`src/rtl/union_find_graph_segmenter_unit_assert.svh`:
```
// ----------------------------------------------------------------------------
// Union-find segmenter assertion macros
// Concurrent assertion wrappers; empty when SYNTHESIS is defined.
// ----------------------------------------------------------------------------
`ifndef UNION_FIND_GRAPH_SEGMENTER_UNIT_ASSERT_SVH
`define UNION_FIND_GRAPH_SEGMENTER_UNIT_ASSERT_SVH
`ifndef SYNTHESIS
`define UFGS_ASSERT(label, prop) \
	label: assert property (@(posedge clk) disable iff (!arst_n) prop) \
		else $error("ufgs assertion failed");
`define UFGS_ASSERT_NEXT(label, ante, cons) \
	label: assert property (@(posedge clk) disable iff (!arst_n) ante |=> cons) \
		else $error("ufgs assertion failed");
`else
`define UFGS_ASSERT(label, prop)
`define UFGS_ASSERT_NEXT(label, ante, cons)
`endif
`endif

```
`src/rtl/ufgs_pkg.sv`:
```
// ----------------------------------------------------------------------------
// Union-find segmenter package
// Shared constants, register indexes and the sequencer state type.
// ----------------------------------------------------------------------------
package ufgs_pkg;
	localparam int MAX_VERTICES_DEF = 1024;
	localparam int WEIGHT_BITS_DEF  = 16;
	localparam int SCALE_W          = 16;
	localparam int NV_W             = 11;
	localparam int CFG_W            = 16;
	localparam int RANK_W           = 4;
	localparam int EPOCH_W          = 8;
	localparam logic [RANK_W-1:0] RANK_MAX = 4'd15;
	localparam logic [NV_W-1:0] NV_RESET = 11'd1024;
	localparam logic [SCALE_W-1:0] SCALE_RESET = 16'd256;

	localparam logic REG_NUM_VERTICES = 1'b0;
	localparam logic REG_SCALE_K      = 1'b1;

	typedef enum logic [3:0] {
		ST_CLEAR,
		ST_IDLE,
		ST_START,
		ST_CHECK,
		ST_RD,
		ST_CHK,
		ST_WR,
		ST_DECIDE,
		ST_DIV,
		ST_WR_CHILD,
		ST_WR_TOP,
		ST_DONE
	} ufgs_state_t;
endpackage

```
`src/rtl/ufgs_divider.sv`:
```
// ----------------------------------------------------------------------------
// Union-find segmenter divider
// Restoring divider, one quotient bit per cycle; quotient holds after done.
// ----------------------------------------------------------------------------
module ufgs_divider
	import ufgs_pkg::*;
#(
	parameter int DEN_W = 11
) (
	input  logic               clk,
	input  logic               arst_n,
	input  logic               start,
	input  logic [SCALE_W-1:0] dividend,
	input  logic [DEN_W-1:0]   divisor,
	output logic               done,
	output logic [SCALE_W-1:0] quotient
);
	localparam int CNT_W = $clog2(SCALE_W);

	logic             busy_q;
	logic             done_q;
	logic [CNT_W-1:0] cnt_q;
	logic [DEN_W-1:0] rem_q;
	logic [DEN_W-1:0] div_q;
	logic [SCALE_W-1:0] quo_q;
	logic [DEN_W:0]   shifted;
	logic             ge;

	always_comb begin
		shifted = {rem_q, quo_q[SCALE_W-1]};
		ge      = shifted >= {1'b0, div_q};
	end

	always_ff @(posedge clk or negedge arst_n) begin
		if (!arst_n) begin
			busy_q <= 1'b0;
			done_q <= 1'b0;
			cnt_q  <= '0;
		end else begin
			done_q <= 1'b0;
			if (start) begin
				busy_q <= 1'b1;
				cnt_q  <= '0;
			end else if (busy_q) begin
				cnt_q <= cnt_q + 1'b1;
				if (cnt_q == CNT_W'(SCALE_W - 1)) begin
					busy_q <= 1'b0;
					done_q <= 1'b1;
				end
			end
		end
	end

	always_ff @(posedge clk) begin
		if (start) begin
			rem_q <= '0;
			div_q <= divisor;
			quo_q <= dividend;
		end else if (busy_q) begin
			rem_q <= ge ? DEN_W'(shifted - {1'b0, div_q}) : shifted[DEN_W-1:0];
			quo_q <= {quo_q[SCALE_W-2:0], ge};
		end
	end

	assign done     = done_q;
	assign quotient = quo_q;
endmodule

```
`config.mk`:
```
export PLATFORM = sky130hd
export DESIGN_NAME = ufgs_divider
export DESIGN_NICKNAME = d
export VERILOG_FILES = /design/src/rtl/union_find_graph_segmenter_unit_assert.svh /design/src/rtl/ufgs_pkg.sv /design/src/rtl/ufgs_divider.sv
export SDC_FILE = /design/constraint.sdc
export NUM_CORES = 1
export LEC_CHECK = 0
export BUFFER_PORTS_ARGS = -buffer_cell sky130_fd_sc_hd__buf_2
export CAP_MARGIN = 20
export CORE_ASPECT_RATIO = 0.9
export CORE_MARGIN = 10
export CORE_UTILIZATION = 45
export DETAILED_ROUTE_END_ITERATION = 8
export HOLD_SLACK_MARGIN = 0.02
export PLACE_DENSITY = 0.65
export SLEW_MARGIN = 20
export SYNTH_ARGS = -nofsm -noshare
export SYNTH_HDL_FRONTEND = slang
export SYNTH_SLANG_ARGS = --single-unit
```
`constraint.sdc`:
```
create_clock -name clk -period 2.6 [get_ports clk]
set_input_delay 0 -clock clk [delete_from_list [all_inputs] [get_ports clk]]
set_output_delay 0 -clock clk [all_outputs]
set_load 0.005 [all_outputs]
```
; Word-level counts from Yosys, hierarchy flattened
; Index checks and enable logic that the tools add are counted.
[word_totals]
register_bits = 44
latch_bits = 0
ramBits = 0
rom_bits = 0
inputBits = 30
output_inout_bits = 17
word_cells = 22
n_memories = 0
[op_classes]
add_sub_neg = 2
n_mul = 0
div_mod_pow = 0
order_cmp = 1
eq_ne = 1
shift = 0
muxes = 11
n_bitwise = 0
n_reduce_logical = 1
[ops]
columns = operator, count
row1 = $mux 16, 2
row2 = $ge 12x11->1, 1
row3 = $mux 11, 1
row4 = $sub 11x11->11, 1
row5 = $mux 4, 2
row6 = $mux 1, 6
row7 = $add 4x1->4 const B, 1
row8 = $eq 4x4->1 const B, 1
row9 = $reduce_bool 2->1, 1

; Logic depth before layout (Yosys ltp)
[logic_depth]
depth_word = 4
depth_mapped = 10
ltp_nobuf = 9

; Least setup slack after synthesis
; OpenSTA, ideal clock, no wires.
[synth_path]
kind = register to register
startpoint = register quo_q[15] (netlist: quotient[15])
endpoint = register quo_q[0] (netlist: quotient[0]) (data pin)
arrival_time_ns = 1.948
path_slack_ns = 0.392
stages_incl_launch_ff = 10
n_path_buf = 1
period_less_slack_ns = 2.208
path_cell_list = edfxtp_1 -> inv_1 -> ha_1 -> fa_1 -> nor2b_4 -> o31a_4 -> o21ai_4 -> o21ai_2 -> buf_6 -> mux2_2
[synth_between]
elab_chain_cells = 3
[synth_rtl]
columns = element, line
row1 = "start, declared", ufgs_divider.sv:25  ; logic [SCALE_W-1:0] quo_q;
row2 = "start signal, assigned", ufgs_divider.sv:58  ; quo_q <= dividend;
row3 = "start signal, assigned", ufgs_divider.sv:61  ; quo_q <= {quo_q[SCALE_W-2:0], ge};
row4 = $ge 12x11->1, ufgs_divider.sv:31  ; ge = shifted >= {1'b0, div_q};
row5 = $mux 16, ufgs_divider.sv:59  ; end else if (busy_q) begin
row6 = $mux 16, ufgs_divider.sv:55  ; if (start) begin
; No other way between the ends. The select of a mux whose other input is x is not followed.
; A chain may end at the register's enable or synchronous reset.

; Worst setup path after layout
[layout_path]
startpoint = register quo_q[15] (netlist: quotient[15])
endpoint = register rem_q[7]
[layout_between]
elab_chain_cells = 2
word_cells_on_any_way = 3
[layout_rtl]
columns = element, line
row1 = $sub 11x11->11 or $ge 12x11->1 (tied branches), "ufgs_divider.sv:60, ufgs_divider.sv:31"
row2 = $mux 11 *, ufgs_divider.sv:60  ; rem_q <= ge ? DEN_W'(shifted - {1'b0, div_q}) : shifted[DEN_W-1:0];
row3 = "end signal, assigned", ufgs_divider.sv:60
row4 = "end, declared", ufgs_divider.sv:23  ; logic [DEN_W-1:0] rem_q;
; Mark *: on every way between the ends. The rest lies on a longest branch, timed or not.

==> impl_metrics.py <==
metrics = {
    "pwr": {
        "leakagePower_nw": 1.31,
        "p_int_mw": 1.55,
        "net-switching-power_mw": 0.813,
        "switching_share_pct": 34.4,
        "power.density_mw_per_mm2": 775,
        "pwr-share-clk_pct": 17.9,
        "p_comb_share_pct": 41.7,
        "power_frac_seq_pct": 40.4,
        "vdd_ir_drop_max_uv": 409,
    },
    "worst_setup_path": {
        "rr_endpoint": "rem_q[7]",
        "critical_path_peak_fanout": 7,
        "r2r_slack_ps": 270,
        "worst-setup-path-type": "register to register",
        "r2r_start": "quotient[15]",
        "r2r.worst_path.cells": 10,
        "critPathArrivalTime_ps": 2500,
        "worstSetupEndpointType": "register",
        "critPathLaunchType": "register",
        "cp_data_required_time_ps": 2780,
    },
    "timing": {
        "rsz0062_at_grt": "false",
        "post-route-min-period_ps": 2330,
        "maxSlewViolCount": 0,
        "finalClockSkew_ps": 5.44,
        "fin_ws_ps": 274,
        "fmax_mhz": 430,
        "layout_worst_path_cycle_share_pct": 89.5,
        "tns_ps": 0,
        "hold_slack_ps": 36.7,
        "hold_viol": 0,
        "slew_headroom_pct": 68.0,
        "setup_viol": 0,
        "worst_pin_slew_ps": 479,
    },
    "floorplan": {
        "fp.dieH_um": 89.2,
        "fp.dieW_um": 96.8,
        "core_area_mm2": 0.00519,
        "start_util_pct": 46.0,
        "row_count": 25,
        "die_area_mm2": 0.00863,
        "pin_count": 47,
    },
    "route": {
        "routedWlPerCell_um": 14.6,
        "vias": 1777,
        "routed_wirelength_um": 5100,
        "first_iter_violations": 51,
        "route.detailed.drc": 0,
        "wl_met1_um": 2230,
        "routed_via_density": 5.09,
        "highest_layer": "met4",
        "met3WireLength_um": 241,
        "firstDrtPassIters": 4,
        "wl_met2_um": 2570,
        "drtAntennaViolNets": 0,
    },
    "synthesis": {
        "synth_cell_types": 50,
        "synthCells": 206,
        "async_reset_ff_share_pct": 13.6,
        "synth_top_area_share_pct": 33.9,
        "synth_fp_nets": 249,
        "yosysTopAreaCell": "edfxtp_1",
        "syn-cell-area_mm2": 0.00239,
        "synth-seq-cells": 44,
        "synth_flop_cell": "edfxtp_1",
        "post_synth.cell_area_avg_um2": 11.6,
        "synth_warnings": 0,
        "synth-edff-count": 27,
        "ys_top_cells_by_area": "edfxtp_1 (34%), dfxtp_1 (9.2%), mux2_2 (7.5%), dfrtp_1 (6.3%), ha_1 (6.3%)",
        "synth_seq_area_share_pct": 49.4,
    },
    "clock_tree": {
        "cts_num_sinks": 44,
        "cts-buffers-inserted": 5,
        "cts_tree": "built",
        "clk_latency_ps": 290,
        "cts.reportedPaths.clkPinSlew_ps": 80,
        "cts_setup_buffers": 0,
        "htreeDepth": 2,
        "cts-root-buf": "clkbuf_8",
        "clock_path_buffers": 2,
    },
    "finish": {
        "layout_common_cells": "buf_2 (46), edfxtp_1 (27), dlygate4sd3_1 (27)",
        "layout_commonest_cell": "buf_2",
        "antenna_cells": 0,
        "drive_above_1_share_pct": 30.1,
        "final_cell_area_mm2": 0.00304,
        "fin_nets": 324,
        "syn2layout_area_growth_pct": 27.3,
    },
    "grt": {
        "grt_pass1_vias": 1764,
        "grt_pass1_wl_um": 8460,
        "grt_use_total_pct": 11.8,
        "globalRouteOverflowTotal": 0,
        "grt_max_degree": 26,
        "antenna_found_initial": 0,
    },
    "min_path": {
        "holdPathStages": 2,
        "min_from": "dividend[0]",
        "hold_path_end": "quotient[0]",
        "worstHoldPathType": "input port to register",
    },
    "placed_design": {
        "place_area_mm2": 0.00269,
        "gp_congestion": 0.807,
        "place_ws_ps": 257,
        "port_buffers": 46,
        "dp_hpwl_um": 3640,
    },
    "flow_run": {
        "max_cap_violations": 0,
    },
    "outcome": {
        "outcome": "finished, final reports clean",
    },
}
-- sequential cells by signal, summed over array words and instances, names as in the netlist --
register  count
rem_q        11
div_q        11
busy_q        1
cnt_q         4
quotient     16
done          1
-- critical path, cell delays in order (launching register included) --
cell,delay [ps]
edfxtp_1,340
inv_1,60
ha_1,210
fa_1,440
nor2b_4,140
o31a_4,150
o21ai_4,90
o21ai_2,270
buf_4,220
mux2i_1,190
a211oi_1,90
-- area by class of cell --
type | count | area (µm²)
repair buffers | 78 | 538
well taps | 67 | 83.8
clock buffers | 6 | 72.6
clock inverters | 2 | 12.5
fillers | 457 | 2150
multi-input cells | 139 | 1110
inverters | 13 | 48.8
flip-flops and latches | 44 | 1180
-- power groups by stage --
stage	clock (mW)	sequential, mW	combinational, mW
2_1_floorplan	0	0.948	0.766
3_3_place_gp	0	0.970	0.942
3_5_place_dp	0	0.968	0.956
4_1_cts	0.433	0.955	0.992
5_1_grt	0.468	0.973	1.10
6_report	0.422	0.954	0.983
-- layer usage --
layer / global-route usage [%] / up-vias
li1: - / 904
met1: 13.9 / 837
met2: 19.8 / 29
met3: 3.79 / 7
met4: 4.42 / 0
met5: 0 / -
-- synthesized netlist by cell type (3+ instances only) --
master     n
buf_1      4
nand2b_1   4
mux2i_1    8
nand2_1    8
a21oi_1    5
mux2_2    16
ha_1      12
nor2_1    21
a211oi_1   7
xnor2_1    6
dfxtp_1   11
dfrtp_1    6
nand3_1    3
inv_1     13
edfxtp_1  27
o21ai_0    6
o211ai_1   3
-- cells by family (layout without fill, tap and decap cells) --
kind of cell | count (synthesis) | after routing | synth area share, %
compound gates | 38 | 38 | 11.8
xor+xnor | 8 | 8 | 2.93
fa+ha+maj | 13 | 13 | 7.12
buf+inv | 23 | 99 | 4.34
flops | 44 | 44 | 49.4
mux | 25 | 25 | 11.5
simple gates | 55 | 55 | 12.9
-- worst max-delay path by stage --
stage / startpoint / to / slack [ps] / depth (start not counted)
after floorplan: quotient[15] / quotient[0] / 390 / 9
after global placement: quotient[15] / rem_q[8] / 320 / 10
after CTS: quotient[15] / rem_q[10] / 250 / 10
final: quotient[15] / rem_q[7] / 270 / 10
after global routing: quotient[15] / rem_q[10] / 40 / 10
after detailed placement: quotient[15] / rem_q[9] / 260 / 10
-- timing repair --
item                                   4_1_cts  5_1_grt
gates resized for setup                      0        0
hold buffers                                27        0
endpoints found under the hold margin       32        0
-- metrics by stage --
stage	std cells	utilization, %	power, mW
after CTS	349	58.6	2.38
final	349	58.6	2.36
after global placement	314	51.8	1.91
after detailed placement	314	51.8	1.92
after floorplan	206	-	1.71
after global routing	349	58.6	2.54
Power figures use the tool's default switching activity.
